### src/hdl/mmsl_pkg.sv
// ============================================================================
// mmsl_pkg
// Shared types, widths and helpers for the mecanum mixer with slew limit.
// ============================================================================
package mmsl_pkg;

    localparam int WHEELS    = 4;
    localparam int WIDX_W    = 2;
    localparam int VEL_W     = 16;
    localparam int DEM_W     = 18;   // sum of three Q2.13 values
    localparam int MAG_W     = 17;   // magnitude of a demand
    localparam int SCALE_W   = 10;
    localparam int PROD_W    = MAG_W + SCALE_W;
    localparam int SPEED_W   = 11;
    localparam int DUTY_W    = 10;
    localparam int STEP_W    = 11;
    localparam int MASK_W    = 4;
    localparam int CFG_IDX_W = 2;
    localparam int CFG_DAT_W = 11;
    localparam int DIV_STEPS = 10;
    localparam int CNT_W     = 4;

    localparam logic [MAG_W-1:0]   ONE_Q13         = 17'd8192;
    localparam logic [STEP_W-1:0]  RAMP_STEP_RESET = 11'd10;
    localparam logic [DUTY_W-1:0]  PWM_LIMIT_RESET = 10'd255;
    localparam logic [MASK_W-1:0]  INV_MASK_RESET  = 4'd0;
    localparam logic [CNT_W-1:0]   DIV_LAST        = 4'(DIV_STEPS - 1);
    localparam logic [WIDX_W-1:0]  WHEEL_LAST      = 2'(WHEELS - 1);

    typedef enum logic [CFG_IDX_W-1:0] {
        CFG_RAMP_STEP   = 2'd0,
        CFG_PWM_LIMIT   = 2'd1,
        CFG_INVERT_MASK = 2'd2,
        CFG_UNUSED      = 2'd3
    } cfg_idx_t;

    typedef enum logic [1:0] {
        DIR_OFF = 2'd0,
        DIR_FWD = 2'd1,
        DIR_REV = 2'd2
    } dir_t;

    typedef enum logic [6:0] {
        ST_IDLE = 7'b0000001,
        ST_MIX  = 7'b0000010,
        ST_MAX  = 7'b0000100,
        ST_MUL  = 7'b0001000,
        ST_DIV  = 7'b0010000,
        ST_SLEW = 7'b0100000,
        ST_OUT  = 7'b1000000
    } state_t;

    typedef struct packed {
        dir_t              dir;
        logic [DUTY_W-1:0] duty;
    } drive_t;

    // Clamp a signed wheel speed to +-limit and split it into direction and duty.
    function automatic drive_t speed_to_drive(input logic signed [SPEED_W-1:0] speed,
                                              input logic [DUTY_W-1:0] limit);
        drive_t             d;
        logic [SPEED_W-1:0] m;
        logic [DUTY_W-1:0]  c;
        m = speed[SPEED_W-1] ? SPEED_W'(-speed) : SPEED_W'(speed);
        c = (m > {1'b0, limit}) ? limit : m[DUTY_W-1:0];
        if (c == '0) begin
            d.dir = DIR_OFF;
        end else if (speed[SPEED_W-1]) begin
            d.dir = DIR_REV;
        end else begin
            d.dir = DIR_FWD;
        end
        d.duty = c;
        return d;
    endfunction

    function automatic logic [MAG_W-1:0] dem_mag(input logic signed [DEM_W-1:0] v);
        logic [DEM_W-1:0] a;
        a = v[DEM_W-1] ? DEM_W'(-v) : DEM_W'(v);
        return a[MAG_W-1:0];
    endfunction

endpackage

### src/hdl/mecanum_mixer_with_slew_limit_unit.sv
// ============================================================================
// mecanum_mixer_with_slew_limit_unit
// Mixes a velocity command into four slew-limited mecanum wheel drives.
// ============================================================================
// Each drive command (vel_x, vel_y, turn_rate in signed Q2.13, max_pwm) is
// mixed into FL = x+y+t, FR = x-y-t, RL = x-y+t, RR = x+y-t. With M the
// largest demand magnitude and D = max(M, 1.0), each wheel target is
// demand * max_pwm / D rounded toward zero, negated per invert_mask. Each
// stored wheel speed moves toward its target by at most ramp_step, and is
// reported clamped to +-pwm_limit as a direction code (0 off, 1 forward,
// 2 reverse) and a duty. A stop command zeroes all speeds and all outputs.
// A drive command passes from its transfer through the mix state, the search for
// the largest magnitude over the four demands, then for each wheel in turn the
// shared multiplier, the shared restoring divider and the slew step, and then
// the output state. A stop command goes from the mix state straight to the
// output state, with no search, multiply, divide or slew. The input
// is ready only while the sequencer is idle; a finished result may still be
// waiting in the output register while the next command is taken, and the
// sequencer holds its new result until that register is free. Configuration
// writes are always taken (cfg_ready is high) and should only be made while
// no command is in flight; index 3 is ignored.
module mecanum_mixer_with_slew_limit_unit (
    input  logic        aclk,
    input  logic        aresetn,
    // Command channel
    input  logic        s_valid,
    output logic        s_ready,
    input  logic [0:0]  s_action,
    input  logic signed [15:0] s_vel_x,
    input  logic signed [15:0] s_vel_y,
    input  logic signed [15:0] s_turn_rate,
    input  logic [9:0]  s_max_pwm,
    // Result channel
    output logic        m_valid,
    input  logic        m_ready,
    output logic [1:0]  m_fl_dir,
    output logic [9:0]  m_fl_duty,
    output logic [1:0]  m_fr_dir,
    output logic [9:0]  m_fr_duty,
    output logic [1:0]  m_rl_dir,
    output logic [9:0]  m_rl_duty,
    output logic [1:0]  m_rr_dir,
    output logic [9:0]  m_rr_duty,
    // Configuration write channel
    input  logic        cfg_valid,
    output logic        cfg_ready,
    input  logic [1:0]  cfg_index,
    input  logic [10:0] cfg_data
);

    // Control state
    mmsl_pkg::state_t                  state_reg, state_next;
    logic [mmsl_pkg::WIDX_W-1:0]       widx_reg, widx_next;
    logic [mmsl_pkg::CNT_W-1:0]        cnt_reg, cnt_next;
    logic                              m_valid_reg, m_valid_next;
    logic [mmsl_pkg::STEP_W-1:0]       ramp_step_reg, ramp_step_next;
    logic [mmsl_pkg::DUTY_W-1:0]       pwm_limit_reg, pwm_limit_next;
    logic [mmsl_pkg::MASK_W-1:0]       inv_mask_reg, inv_mask_next;
    logic signed [mmsl_pkg::SPEED_W-1:0] speed_reg [mmsl_pkg::WHEELS];
    logic signed [mmsl_pkg::SPEED_W-1:0] speed_next [mmsl_pkg::WHEELS];

    // Datapath registers
    logic                              act_reg, act_next;
    logic signed [mmsl_pkg::VEL_W-1:0] vx_reg, vx_next, vy_reg, vy_next, tr_reg, tr_next;
    logic [mmsl_pkg::SCALE_W-1:0]      scale_reg, scale_next;
    logic signed [mmsl_pkg::DEM_W-1:0] dem_reg [mmsl_pkg::WHEELS];
    logic signed [mmsl_pkg::DEM_W-1:0] dem_next [mmsl_pkg::WHEELS];
    logic [mmsl_pkg::MAG_W-1:0]        max_reg, max_next;
    logic [mmsl_pkg::MAG_W-1:0]        rem_reg, rem_next;
    logic [mmsl_pkg::DUTY_W-1:0]       qn_reg, qn_next;
    mmsl_pkg::drive_t                  out_reg [mmsl_pkg::WHEELS];
    mmsl_pkg::drive_t                  out_next [mmsl_pkg::WHEELS];

    // Shared unit signals
    logic signed [mmsl_pkg::DEM_W-1:0] dem_sel;
    logic [mmsl_pkg::MAG_W-1:0]        mag_sel;
    logic [mmsl_pkg::PROD_W-1:0]       prod;
    logic [mmsl_pkg::MAG_W:0]          trial;
    logic                              trial_ge;
    logic                              tgt_neg;
    logic signed [mmsl_pkg::SPEED_W:0] tgt, spd_ext, diff, step_ext, new_spd;
    logic signed [mmsl_pkg::DEM_W-1:0] x_ext, y_ext, t_ext;

    assign s_ready   = (state_reg == mmsl_pkg::ST_IDLE);
    assign cfg_ready = 1'b1;
    assign m_valid   = m_valid_reg;

    assign m_fl_dir  = out_reg[0].dir;
    assign m_fl_duty = out_reg[0].duty;
    assign m_fr_dir  = out_reg[1].dir;
    assign m_fr_duty = out_reg[1].duty;
    assign m_rl_dir  = out_reg[2].dir;
    assign m_rl_duty = out_reg[2].duty;
    assign m_rr_dir  = out_reg[3].dir;
    assign m_rr_duty = out_reg[3].duty;

    // The wheel being worked on drives one multiplier, one divider stage
    // and one slew adder; all four wheels share them in turn.
    assign dem_sel  = dem_reg[widx_reg];
    assign mag_sel  = mmsl_pkg::dem_mag(dem_sel);
    assign prod     = mag_sel * scale_reg;
    assign trial    = {rem_reg, qn_reg[mmsl_pkg::DUTY_W-1]};
    assign trial_ge = (trial >= {1'b0, max_reg});

    assign x_ext = mmsl_pkg::DEM_W'(vx_reg);
    assign y_ext = mmsl_pkg::DEM_W'(vy_reg);
    assign t_ext = mmsl_pkg::DEM_W'(tr_reg);

    // Slew step: the quotient is the target magnitude, its sign comes from
    // the demand and the inversion bit of this wheel.
    always_comb begin
        tgt_neg  = dem_sel[mmsl_pkg::DEM_W-1] ^ inv_mask_reg[widx_reg];
        tgt      = tgt_neg ? -$signed({2'b00, qn_reg}) : $signed({2'b00, qn_reg});
        spd_ext  = (mmsl_pkg::SPEED_W + 1)'(speed_reg[widx_reg]);
        step_ext = $signed({1'b0, ramp_step_reg});
        diff     = tgt - spd_ext;
        if (diff > step_ext) begin
            diff = step_ext;
        end else if (diff < -step_ext) begin
            diff = -step_ext;
        end
        new_spd = spd_ext + diff;
    end

    always_comb begin
        state_next     = state_reg;
        widx_next      = widx_reg;
        cnt_next       = cnt_reg;
        m_valid_next   = m_valid_reg;
        ramp_step_next = ramp_step_reg;
        pwm_limit_next = pwm_limit_reg;
        inv_mask_next  = inv_mask_reg;
        act_next       = act_reg;
        vx_next        = vx_reg;
        vy_next        = vy_reg;
        tr_next        = tr_reg;
        scale_next     = scale_reg;
        max_next       = max_reg;
        rem_next       = rem_reg;
        qn_next        = qn_reg;
        for (int i = 0; i < mmsl_pkg::WHEELS; i++) begin
            speed_next[i] = speed_reg[i];
            dem_next[i]   = dem_reg[i];
            out_next[i]   = out_reg[i];
        end

        if (m_valid_reg && m_ready) begin
            m_valid_next = 1'b0;
        end

        if (cfg_valid) begin
            unique case (mmsl_pkg::cfg_idx_t'(cfg_index))
                mmsl_pkg::CFG_RAMP_STEP:   ramp_step_next = cfg_data;
                mmsl_pkg::CFG_PWM_LIMIT:   pwm_limit_next = cfg_data[mmsl_pkg::DUTY_W-1:0];
                mmsl_pkg::CFG_INVERT_MASK: inv_mask_next  = cfg_data[mmsl_pkg::MASK_W-1:0];
                default: ;
            endcase
        end

        unique case (state_reg)
            mmsl_pkg::ST_IDLE: begin
                if (s_valid) begin
                    act_next   = s_action[0];
                    vx_next    = s_vel_x;
                    vy_next    = s_vel_y;
                    tr_next    = s_turn_rate;
                    scale_next = s_max_pwm;
                    state_next = mmsl_pkg::ST_MIX;
                end
            end
            mmsl_pkg::ST_MIX: begin
                if (act_reg) begin
                    for (int i = 0; i < mmsl_pkg::WHEELS; i++) begin
                        speed_next[i] = '0;
                    end
                    state_next = mmsl_pkg::ST_OUT;
                end else begin
                    dem_next[0] = x_ext + y_ext + t_ext;
                    dem_next[1] = x_ext - y_ext - t_ext;
                    dem_next[2] = x_ext - y_ext + t_ext;
                    dem_next[3] = x_ext + y_ext - t_ext;
                    // Starting the search at 1.0 gives max(M, 1.0) directly.
                    max_next    = mmsl_pkg::ONE_Q13;
                    widx_next   = '0;
                    state_next  = mmsl_pkg::ST_MAX;
                end
            end
            mmsl_pkg::ST_MAX: begin
                if (mag_sel > max_reg) begin
                    max_next = mag_sel;
                end
                widx_next = widx_reg + 1'b1;
                if (widx_reg == mmsl_pkg::WHEEL_LAST) begin
                    state_next = mmsl_pkg::ST_MUL;
                end
            end
            mmsl_pkg::ST_MUL: begin
                // The quotient is below 1024, so the upper product bits
                // already lie below the divisor and seed the remainder.
                rem_next   = prod[mmsl_pkg::PROD_W-1:mmsl_pkg::DUTY_W];
                qn_next    = prod[mmsl_pkg::DUTY_W-1:0];
                cnt_next   = '0;
                state_next = mmsl_pkg::ST_DIV;
            end
            mmsl_pkg::ST_DIV: begin
                rem_next = trial_ge ? mmsl_pkg::MAG_W'(trial - {1'b0, max_reg})
                                    : trial[mmsl_pkg::MAG_W-1:0];
                qn_next  = {qn_reg[mmsl_pkg::DUTY_W-2:0], trial_ge};
                cnt_next = cnt_reg + 1'b1;
                if (cnt_reg == mmsl_pkg::DIV_LAST) begin
                    state_next = mmsl_pkg::ST_SLEW;
                end
            end
            mmsl_pkg::ST_SLEW: begin
                speed_next[widx_reg] = new_spd[mmsl_pkg::SPEED_W-1:0];
                widx_next = widx_reg + 1'b1;
                if (widx_reg == mmsl_pkg::WHEEL_LAST) begin
                    state_next = mmsl_pkg::ST_OUT;
                end else begin
                    state_next = mmsl_pkg::ST_MUL;
                end
            end
            mmsl_pkg::ST_OUT: begin
                if (!m_valid_reg || m_ready) begin
                    for (int i = 0; i < mmsl_pkg::WHEELS; i++) begin
                        out_next[i] = mmsl_pkg::speed_to_drive(speed_reg[i], pwm_limit_reg);
                    end
                    m_valid_next = 1'b1;
                    state_next   = mmsl_pkg::ST_IDLE;
                end
            end
            default: state_next = mmsl_pkg::ST_IDLE;
        endcase
    end

    always_ff @(posedge aclk) begin
        if (!aresetn) begin
            state_reg     <= mmsl_pkg::ST_IDLE;
            widx_reg      <= '0;
            cnt_reg       <= '0;
            m_valid_reg   <= 1'b0;
            ramp_step_reg <= mmsl_pkg::RAMP_STEP_RESET;
            pwm_limit_reg <= mmsl_pkg::PWM_LIMIT_RESET;
            inv_mask_reg  <= mmsl_pkg::INV_MASK_RESET;
            for (int i = 0; i < mmsl_pkg::WHEELS; i++) begin
                speed_reg[i] <= '0;
            end
        end else begin
            state_reg     <= state_next;
            widx_reg      <= widx_next;
            cnt_reg       <= cnt_next;
            m_valid_reg   <= m_valid_next;
            ramp_step_reg <= ramp_step_next;
            pwm_limit_reg <= pwm_limit_next;
            inv_mask_reg  <= inv_mask_next;
            for (int i = 0; i < mmsl_pkg::WHEELS; i++) begin
                speed_reg[i] <= speed_next[i];
            end
        end
    end

    always_ff @(posedge aclk) begin
        act_reg   <= act_next;
        vx_reg    <= vx_next;
        vy_reg    <= vy_next;
        tr_reg    <= tr_next;
        scale_reg <= scale_next;
        max_reg   <= max_next;
        rem_reg   <= rem_next;
        qn_reg    <= qn_next;
        for (int i = 0; i < mmsl_pkg::WHEELS; i++) begin
            dem_reg[i] <= dem_next[i];
            out_reg[i] <= out_next[i];
        end
    end

`ifndef ASSERT_OFF
    // The divider remainder always stays below the divisor.
    a_rem_below_divisor: assert property (@(posedge aclk) disable iff (!aresetn)
        (state_reg == mmsl_pkg::ST_DIV) |-> (rem_reg < max_reg))
        else $error("divider remainder not below divisor");

    // A wheel speed never leaves the range of a target.
    a_speed_range: assert property (@(posedge aclk) disable iff (!aresetn)
        (speed_reg[0] >= -11'sd1023) && (speed_reg[1] >= -11'sd1023) &&
        (speed_reg[2] >= -11'sd1023) && (speed_reg[3] >= -11'sd1023))
        else $error("wheel speed out of range");

    // A result appears only from the output state.
    a_result_source: assert property (@(posedge aclk) disable iff (!aresetn)
        $rose(m_valid_reg) |-> $past(state_reg == mmsl_pkg::ST_OUT))
        else $error("result raised outside output state");

    // The front-left and rear-right wheels, when presented, are off exactly when their duty is zero.
    a_off_iff_zero: assert property (@(posedge aclk) disable iff (!aresetn)
        m_valid_reg |-> (((m_fl_dir == mmsl_pkg::DIR_OFF) == (m_fl_duty == '0)) &&
                         ((m_rr_dir == mmsl_pkg::DIR_OFF) == (m_rr_duty == '0))))
        else $error("direction and duty disagree");
`endif

endmodule

### config.mk
export PLATFORM = sky130hd
export DESIGN_NAME = mecanum_mixer_with_slew_limit_unit
export DESIGN_NICKNAME = d
export VERILOG_FILES = /design/src/hdl/mmsl_pkg.sv /design/src/hdl/mecanum_mixer_with_slew_limit_unit.sv
export SDC_FILE = /design/constraint.sdc
export NUM_CORES = 1
export LEC_CHECK = 0
export ABC_AREA = 1
export BUFFER_PORTS_ARGS = -buffer_cell sky130_fd_sc_hd__buf_2
export CAP_MARGIN = 20
export CORE_MARGIN = 1
export CORE_UTILIZATION = 30
export CTS_CLUSTER_SIZE = 40
export DETAILED_ROUTE_END_ITERATION = 8
export SETUP_SLACK_MARGIN = 0.2
export SYNTH_ARGS = -nofsm -noshare
export SYNTH_HDL_FRONTEND = slang
export SYNTH_SLANG_ARGS = --single-unit
### constraint.sdc
create_clock -name aclk -period 6.34 [get_ports aclk]
set_clock_uncertainty 0.15 [all_clocks]
set_input_delay 1.268 -clock aclk [delete_from_list [all_inputs] [get_ports aclk]]
set_output_delay 1.268 -clock aclk [all_outputs]
set_load 0.01 [all_outputs]
# Yosys cells after proc, flatten, opt, wreduce, memory -nomap -nowiden
# Memories as Yosys holds them, arrays and structs flattened. A register that Yosys moved wholly into a read port is not among the register bits.
# Cells that the tools add are included.
# totals
mem_bits_rw,164
wordCells,154
mem_count,3
out_inout_bits,51
in_bits,77
register_bits,142
# classes
mux,60
order_cmp,11
n_addsub,18
n_eq_ne,19
n_reduce_logical,21
multipliers,1
bitwise_logic,6
# memory_table
name,depth,width,read_ports,rd_clocked_by_memory_dff,wr,line_no,source
dem_reg,4,18,1,1,4,mecanum_mixer_with_slew_limit_unit.sv:66,logic signed [mmsl_pkg::DEM_W-1:0] dem_reg [mmsl_pkg::WHEELS];
out_reg,4,12,4,0,4,mecanum_mixer_with_slew_limit_unit.sv:71,mmsl_pkg::drive_t out_reg [mmsl_pkg::WHEELS];
speed_reg,4,11,5,1,4,mecanum_mixer_with_slew_limit_unit.sv:59,logic signed [mmsl_pkg::SPEED_W-1:0] speed_reg [mmsl_pkg::WHEELS];
# op_table
operator,count
$mux W72,2
$mux W11,11
$mux W48,2
$pmux W44 S2,1
$mux W17,4
$pmux W17 S2,2
$pmux W7 S7,1
$bwmux W44,1
$gt A11 B10 Y1,4
$mux W44,1
$neg A11 Y11,4
$mux W7,6
$logic_not A10 Y1,4
$mux W10,4
$add A17 B16 Y18,2
$sub A17 B16 Y18,2
$mul A17 B10 Y27,1
$mux W2,13
$demux W11 S2,1
$pmux W10 S2,1
$ge A18 B17 Y1,1
$add A16 B16 Y17,1
$gt A17 B17 Y1,1
$neg A17 Y17,1
other kinds (42),65

# Depth between registers and ports, before layout
# Gate-level depths: netlist of the first run.
# logic_depth
word_depth,12
mapped_depth,45
mapped_depth_nobuf,45

# Worst setup path after synthesis of the first run
# Ideal clock, no wire load.
# synth_timing
path_type,reg-to-reg
from,register with a tool-made name
to,register rem_reg[16] (netlist bit) (data pin)
n_path_buf,1
arrival_time_ns,6.164
period_less_slack_ns,6.573
slack_ns,-0.233
stages_incl_launch_ff,32
cell_sequence,dfxtp_1 > buf_4 > xnor2_1 > o21a_1 > clkinv_1 > ha_1 > nand3_1 > nor2_1 > o21ai_0 > nand2_1 > inv_1 > nand2_1 > fa_1 > inv_1 > fa_1 > inv_1 > fa_1 > inv_1 > fa_1 > inv_1 > fa_1 > inv_1 > ha_1 > nand2_1 > o21ai_0 > a21oi_1 > o21ai_0 > a21oi_1 > o21ai_0 > a21oi_1 > o21ai_0 > nand2_1
# synth_rtl
item,line_no,source
to (signal assigned),mecanum_mixer_with_slew_limit_unit.sv:269,rem_reg <= rem_next;
to (decl),mecanum_mixer_with_slew_limit_unit.sv:69,"logic [mmsl_pkg::MAG_W-1:0] rem_reg, rem_next;"

==> results.cfg, run 1 <==
[status]
outcome = finished with violations
violations = negative setup slack

[finish]
utilization = 0.3730
largest_reg_flops = 70
drive_gt1_frac = 0.1836
syn2layout_area_growth_pct = 22.96
antenna-diode-count = 0
nFillCells = 9228
nets = 4327

[yosys]
synth_top_cell_by_area = edfxtp_1
synth.most_common_cell = nand2_1
synthCells = 3474
syn_area_um2 = 27340
synth_nets = 3970
ys_seq_area_frac = 0.3049
async_flop_share = 0
synth_common_cells = nand2_1, inv_1, nor2_1
synth_top_area_frac = 0.2427
synth_warnings = 0
netlist_top_cells_area = edfxtp_1, ha_1, fa_1
synth_edf_count = 221
synth_seq_cells = 306
syn_area_per_cell_um2 = 7.871
ys_types = 50
synth_ff_type = edfxtp_1

[power_and_ir_drop]
power_density_nw_per_um2 = 405.2
vdd_drop_max_uv = 498.7
p_leak_nw = 15.75
total_power_mw = 13.62

[worst_setup_path]
crit_path_frequent_cell = fa_1
r2r_cells = 34
path_max_fanout = 5
critPathCaptureType = register
worst_setup_path_start_kind = register
arrival_ps = 6760
crit_required_ps = 6520
r2r_slack_ps = -240
slowest_stage = fa_1
path_delay_family = adder cells
critical-path-max-stage-delay_ps = 580
crit_buf_inv = 5
criticalPathCategory = reg -> reg
r2r-end = rem_reg[15]

[floorplanning]
ios = 128
fp.dieW_um = 303.9
dieArea_um2 = 92360
core.rowCount = 110
core_um2 = 90150
die_h_um = 303.9
start_util = 0.3033

[hold_path]
holdCritStartpoint = speed_reg[2][1]
hold_path_class = reg -> reg
min_delay_path_depth = 2
hold_path_end = speed_reg[2][1]

[placed_design]
hpwl_mm = 63.05
io_buffers = 126
gp_congestion = 0.9117

[global_routing]
first_global_vias = 23820
gr-max-usage-layer = met2
grt_usage = 0.1684
antenna_found_initial = 1
met2_usage = 0.2815
use_met1 = 0.2254
grt_start_max_net_pins = 72
gr-total-overflow = 0
grt_pass1_wl_mm = 125.6
use_met3 = 0.02194

[routing]
wl_mm = 79.35
drt_iter0_drc = 1558
viasPerCell = 4.807
antenna_left = 0
drtPass1Iterations = 8
detailroute.via_count = 24210
routedWlPerCell_um = 15.75
drc = 0

[timing]
maxSlewViolCount = 0
tns_ps = -1753
worst_slack_ps = -244.2
setup_viol = 12
fmax_mhz = 151.9
finalHoldViolCount = 0
rsz0062_at_grt = true
fin_crit_ps = 6584
slew_headroom = 0.2814
post-route-period-util = 1.039
worst_pin_slew_ps = 1075

[cts]
clock-sinks = 306
ctsHoldBuffers = 0
path_clk_slew_ps = 60
cts-root-buf = clkbuf_16
clockBufferDepth = 3
htreeDepth = 2
cts_tree = built
clock_latency_ps = 590
cts_made_buffers = 38

[job]
maxCapViolCount = 0
## placed cells by master (no fill, tap or decap), types with 42 or more instances in the layout
cell type    n
clkbuf_16   42
inv_1      496
fa_1       124
nand3_1    119
nand2_1    634
buf_4      279
nor3_1      42
edfxtp_1   221
buf_2      126
nor2_1     341
xor2_1     145
o21ai_0    136
o21ai_1     47
dfxtp_1     83
a21oi_1    275
ha_1       269
## cell type report
type | count | area [µm²] | area share
Clock buffer | 48 | 1036 | 0.03081
Multi-Input combinational cell | 2522 | 17510 | 0.5206
Inverter | 543 | 2067 | 0.06147
Sequential cell | 306 | 8343 | 0.2481
Timing Repair Buffer | 420 | 2983 | 0.08871
Tap cell | 1176 | 1471 | 0.04376
Clock inverter | 22 | 219.0 | 0.006512
## routing by layer
layer  share of wire  vias up
met1            0.46    11390
li1                -    12090
met5               0        -
met4           0.029        0
met2            0.46      601
met3           0.047      135
## repair_timing
| action | in CTS | in global routing |
|---|---|---|
| buffers inserted | 33 | 21 |
| pin swaps | 39 | 81 |
| cloned | 0 | 2 |
| gates resized for setup | 92 | 135 |
| endpoints found under the setup margin | 46 | 56 |
## how the worst max path moves through the flow
stage / start / end / depth (start not counted)
global route: register / rem_reg[15] / 34
finish: register / rem_reg[15] / 34
CTS: register / rem_reg[13] / 34
global placement: register / rem_reg[16] / 27
floorplan: register / rem_reg[15] / 33
detailed placement: register / rem_reg[16] / 27
## through the flow
step / setup WS [ps] / cell area [µm²] / hold slack (ps) / cells
after floorplan: 204.3 / 27510 / 273.8 / 3474
after global placement: -561.0 / 31010 / 298.9 / 4909
after detailed placement: -623.7 / 31010 / 301.5 / 4909
after CTS: -268.4 / 32820 / 314.3 / 5012
after global routing: -672.1 / 33620 / 327.9 / 5037
final: -244.2 / 33620 / 315.3 / 5037
## logic make-up after synthesis
logic type | synth area share
other | 0.0001371
AO/OA/AOI/OAI | 0.1272
XOR/XNOR | 0.05601
buffers and inverters | 0.09069
adder cells (fa/ha/maj) | 0.2266
flip-flops | 0.3049
AND/OR/NAND/NOR | 0.1945
## where the power goes
part	internal (mW)	total (mW)	switching [mW]
Sequential	2.50	2.54	0.0485
Combinational	4.05	8.84	4.79
Clock	1.29	2.24	0.945
Total	7.84	13.6	5.78
## worst min-delay path: stages (launching register included)
cell and delay [ps]:
dfxtp_1 310, nand2_1 60, a21oi_1 50
(Power assumes the default switching activity.)
==> run 2, diff against run 1 <==
Settings changed: CORE_MARGIN 1 to 10.
==> results.cfg, run 2 (synthesized netlist as in run 1, its figures left out) <==
[status]
outcome = finished with violations
violations = negative setup slack

[power_and_ir_drop]
p_switching_mw = 5.597
power_density_nw_per_um2 = 392.6
p_int_mw = 7.785
p_leak_nw = 15.82
swShare = 0.4182
seq_power_share = 0.190
vdd_drop_max_uv = 424.9
combPwrFrac = 0.629
p_clk_frac = 0.181

[finish]
syn2layout_area_growth_pct = 24.66
nFillCells = 9232
layout_common_cells = nand2_1, inv_1, nor2_1
drive_gt1_frac = 0.2021
antenna-diode-count = 0
largest_reg_flops = 70
nets = 4314
final_common_cell = nand2_1

[routing]
drt_iter0_drc = 1674
viasPerCell = 4.796
drc = 0
wl_mm = 81.89
antenna_left = 0
routedWlPerCell_um = 16.29
drtPass1Iterations = 6
detailroute.via_count = 24110

[floorplanning]
dieArea_um2 = 103600
fp.dieW_um = 321.9
die_h_um = 321.9
start_util = 0.3029
core.rowCount = 110
ios = 128
core_um2 = 90290

[job]
maxCapViolCount = 0

[global_routing]
grt_usage = 0.1535
first_global_vias = 23900
grt_pass1_wl_mm = 128.1
antenna_found_initial = 4
grt_start_max_net_pins = 72
gr-total-overflow = 0

[worst_setup_path]
crit_path_frequent_cell = fa_1
path_max_fanout = 17
arrival_ps = 6760
slowest_stage = fa_1
worst_setup_path_start_kind = register
critical-path-max-stage-delay_ps = 550
crit_required_ps = 6530
critPathCaptureType = register
criticalPathCategory = reg -> reg

[timing]
setup_viol = 8
tns_ps = -1246
worst_pin_slew_ps = 1053
maxSlewViolCount = 0
timing.hold.ws_ps = 314.6
fmax_mhz = 152.2
post-route-period-util = 1.037
slew_headroom = 0.2944
rsz0062_at_grt = true
worst_slack_ps = -231.8
finalHoldViolCount = 0
fin_crit_ps = 6572

[cts]
cts_tree = built
clock-sinks = 306
cts-root-buf = clkbuf_16
clockBufferDepth = 3
clock_latency_ps = 610
htreeDepth = 2
cts_made_buffers = 40
path_clk_slew_ps = 70

[placed_design]
gp_congestion = 0.9102
io_buffers = 126
hpwl_mm = 64.78

[hold_path]
hold_path_class = reg -> reg
-- run 2: cell count changes in the layout (fill, tap and decap cells not counted), sizes merged --
cell,change
clkinvlp,-1
clkbuf,+1
clkinv,+2
buf,-14
bufinv,+1
-- run 2: through the flow --
stage	std cells	power (mW)	setup slack (ps)	area, µm²	util
after CTS	4986	12.69	-151.2	32830	0.3636
after global routing	5026	14.46	-528.3	34090	0.3776
after floorplan	3474	7.160	204.3	27510	-
final	5026	13.38	-231.8	34090	0.3776
after global placement	4895	9.471	-355.5	30920	0.3425
after detailed placement	4897	9.507	-353.5	30960	0.3429
-- run 2: cell type report --
| cell class | instances | area [µm²] | share of cell area |
|---|---|---|---|
| clock buffer | 50 | 1102 | 0.03234 |
| clock inverter | 24 | 290.3 | 0.008515 |
| inverter | 543 | 2067 | 0.06063 |
| multi-input combinational | 2522 | 17860 | 0.5240 |
| sequential | 306 | 8343 | 0.2447 |
| tap | 1176 | 1471 | 0.04316 |
| timing repair buffer | 405 | 2953 | 0.08662 |
-- run 2: power by group through the flow --
stage	clock, mW	sequential, mW	combinational, mW
3_3_place_gp	0	2.59	6.88
3_5_place_dp	0	2.59	6.92
5_1_grt	2.55	2.55	9.36
6_report	2.42	2.55	8.42
4_1_cts	2.48	2.55	7.66
2_1_floorplan	0	2.57	4.59
-- run 2: worst max-delay path: cells and delay by family (launching register included) --
family	cells	cell delay, ps
buffers and inverters	7	600
AND/OR/NAND/NOR	13	1530
flip-flops	1	410
AO/OA/AOI/OAI	6	860
adder cells (fa/ha/maj)	6	2760
-- run 2: path summary, 6_finish.rpt --
kind                   start              end  slack [ps]  cells past startpoint
min          speed_reg[0][1]  speed_reg[0][1]         310                      2
max                 register      rem_reg[14]        -230                     32
min reg2reg  speed_reg[0][1]  speed_reg[0][1]         310                      2
max reg2reg         register      rem_reg[14]        -230                     32
-- run 2: timing repair --
action	CTS	global route
hold buffers	0	0
gates resized for setup	96	230
buffers inserted	14	37
pin swaps	49	152
gates cloned	1	3
endpoints found under the setup margin	42	60
-- run 2: per-layer routing --
metal,GRT usage,part of all wire
met4,0.04827,0.032
met3,0.02618,0.061
met1,0.2029,0.45
met2,0.2522,0.46
met5,0,0.00016
==> run 3, diff against run 2 <==
Settings changed: ABC_AREA 1 to unset.
==> results.cfg, run 3 <==
[routing]
drtPass1Iterations = 5
routedWlPerCell_um = 16.30
wl_mm = 72.18
drt_iter0_drc = 1225
antenna_left = 0
drc = 0
detailroute.via_count = 21760
viasPerCell = 4.914

[hold_path]
min_delay_path_depth = 1
hold_path_end = cnt_reg[3]
holdCritStartpoint = cnt_reg[3]
hold_path_class = reg -> reg

[floorplanning]
die_h_um = 320.6
ios = 128
core.rowCount = 110
start_util = 0.3016
dieArea_um2 = 102800
fp.dieW_um = 320.6
core_um2 = 89870

[cts]
clock-sinks = 306
cts-root-buf = clkbuf_16
cts_made_buffers = 35
cts_tree = built
clockBufferDepth = 3
clock_latency_ps = 560
htreeDepth = 2
path_clk_slew_ps = 60
ctsHoldBuffers = 0

[finish]
seq_area_um2 = 8344
multi_input_area_um2 = 18780
nets = 3719
syn2layout_area_growth_pct = 25.47
nFillCells = 8878
layout_common_cells = inv_1, ha_1, buf_4
largest_reg_flops = 70
fin_cells = 4428
drive_gt1_frac = 0.2492
final_common_cell = inv_1

[yosys]
synth_nets = 3364
async_flop_share = 0
netlist_top_cells_area = edfxtp_1, ha_1, fa_1
ys_types = 88
ys_seq_area_frac = 0.3076
synth_warnings = 0
syn_area_per_cell_um2 = 9.451
synth_top_area_frac = 0.2448
synth.most_common_cell = ha_1
syn_area_um2 = 27100
synth_common_cells = ha_1, inv_1, nand2_1
synth_ff_type = edfxtp_1
synth_top_cell_by_area = edfxtp_1
synth_edf_count = 221
synthCells = 2868
synth_seq_cells = 306

[job]
maxCapViolCount = 0

[worst_setup_path]
critPathCaptureType = register
r2r_cells = 28
slowest_stage = fa_2
r2r-end = rem_reg[15]
worst_setup_path_start_kind = register
criticalPathCategory = reg -> reg
crit_required_ps = 6550
path_max_fanout = 6
arrival_ps = 7350
critical-path-max-stage-delay_ps = 570
r2r_slack_ps = -800

[global_routing]
first_global_vias = 21920
antenna_found_initial = 1
grt_start_max_net_pins = 72
grt_usage = 0.1367
grt_pass1_wl_mm = 115.9
gr-total-overflow = 0

[timing]
worst_pin_slew_ps = 872.3
worst_slack_ps = -802.0
post-route-period-util = 1.126
finalHoldViolCount = 0
fmax_mhz = 140.0
maxSlewViolCount = 0
rsz0062_at_grt = true
timing.hold.ws_ps = 321.5
setup_viol = 42
fin_crit_ps = 7142
slew_headroom = 0.4185

[power_and_ir_drop]
vdd_drop_max_uv = 462.3
power_density_nw_per_um2 = 378.9
p_leak_nw = 14.65

[status]
outcome = finished with violations
violations = negative setup slack

[placed_design]
placed_cells_incl_taps = 4306
io_buffers = 126
hpwl_mm = 56.30
gp_congestion = 0.8419
-- run 3: cell type report --
cell class / instances / area share
antenna: 2 / 0.0001472
timing repair buffer: 430 / 0.09198
sequential: 306 / 0.2454
clock buffer: 45 / 0.02899
clock inverter: 19 / 0.005997
inverter: 289 / 0.03190
multi-input combinational: 2161 / 0.5524
tap: 1176 / 0.04327
-- run 3: timing repair --
| item | 4_1_cts | 5_1_grt |
|---|---|---|
| cloned | 3 | 1 |
| pin swaps | 92 | 108 |
| gates resized for setup | 149 | 139 |
| hold endpoints to repair | 0 | 0 |
| setup buffers | 34 | 18 |
| setup endpoints to repair | 57 | 62 |
-- run 3: cell families (layout without fill, tap and decap cells) --
kind of cell,count (synthesis),count (layout),share of synthesized area
compound gates,585,585,0.1372
xor+xnor,190,190,0.06140
fa+ha+maj,419,419,0.2286
buf+inv,402,783,0.05715
flops,306,306,0.3076
mux,72,72,0.04127
other cells,1,3,0.0001384
simple gates,893,894,0.1666
-- run 3: worst max path at each step --
| stage | to | slack (ps) |
|---|---|---|
| after floorplan | rem_reg[16] | -630 |
| after global placement | rem_reg[15] | -770 |
| after detailed placement | rem_reg[16] | -860 |
| after CTS | rem_reg[15] | -750 |
| after global routing | rem_reg[10] | -1030 |
| final | rem_reg[15] | -800 |
-- run 3: report_power, final --
group | total (mW) | internal [mW] | switching [mW] | leakage [nW]
Clock | 2.11 | 1.23 | 0.877 | 0.579
Sequential | 2.54 | 2.48 | 0.0633 | 2.72
Combinational | 8.24 | 4.09 | 4.14 | 11.3
Total | 12.9 | 7.80 | 5.08 | 14.6
-- run 3: critical path, delay by kind of cell, from the launching register on --
kind / cells / cell delay (ps)
muxes: 2 / 640
DFF: 1 / 400
adders and majority gates: 7 / 2850
buffers and inverters: 7 / 760
AOI/OAI and AO/OA: 8 / 1560
and+or+nand+nor: 3 / 400
xor gates and xnor gates: 1 / 200
-- run 3: per-stage QoR --
stage / total power [mW] / worst slack, ps / TNS [ps] / util / instance area, µm²
3_3_place_gp: 9.253 / -772.3 / -22840 / 0.3449 / 31000
2_1_floorplan: 6.975 / -632.3 / -6488 / - / 27480
3_5_place_dp: 9.340 / -858.0 / -26200 / 0.3449 / 31000
4_1_cts: 12.18 / -753.3 / -20170 / 0.3696 / 33220
6_report: 12.89 / -802.0 / -20600 / 0.3784 / 34010
5_1_grt: 13.88 / -1033 / -34320 / 0.3783 / 34000
-- run 3: routing by layer --
layer,track usage,share of wire,up-vias,wire (µm)
li1,-,-,10780,-
met5,0,0,-,0
met1,0.1762,0.45,10500,32170
met4,0.03480,0.021,0,1529
met2,0.2386,0.50,373,35730
met3,0.01757,0.038,96,2748
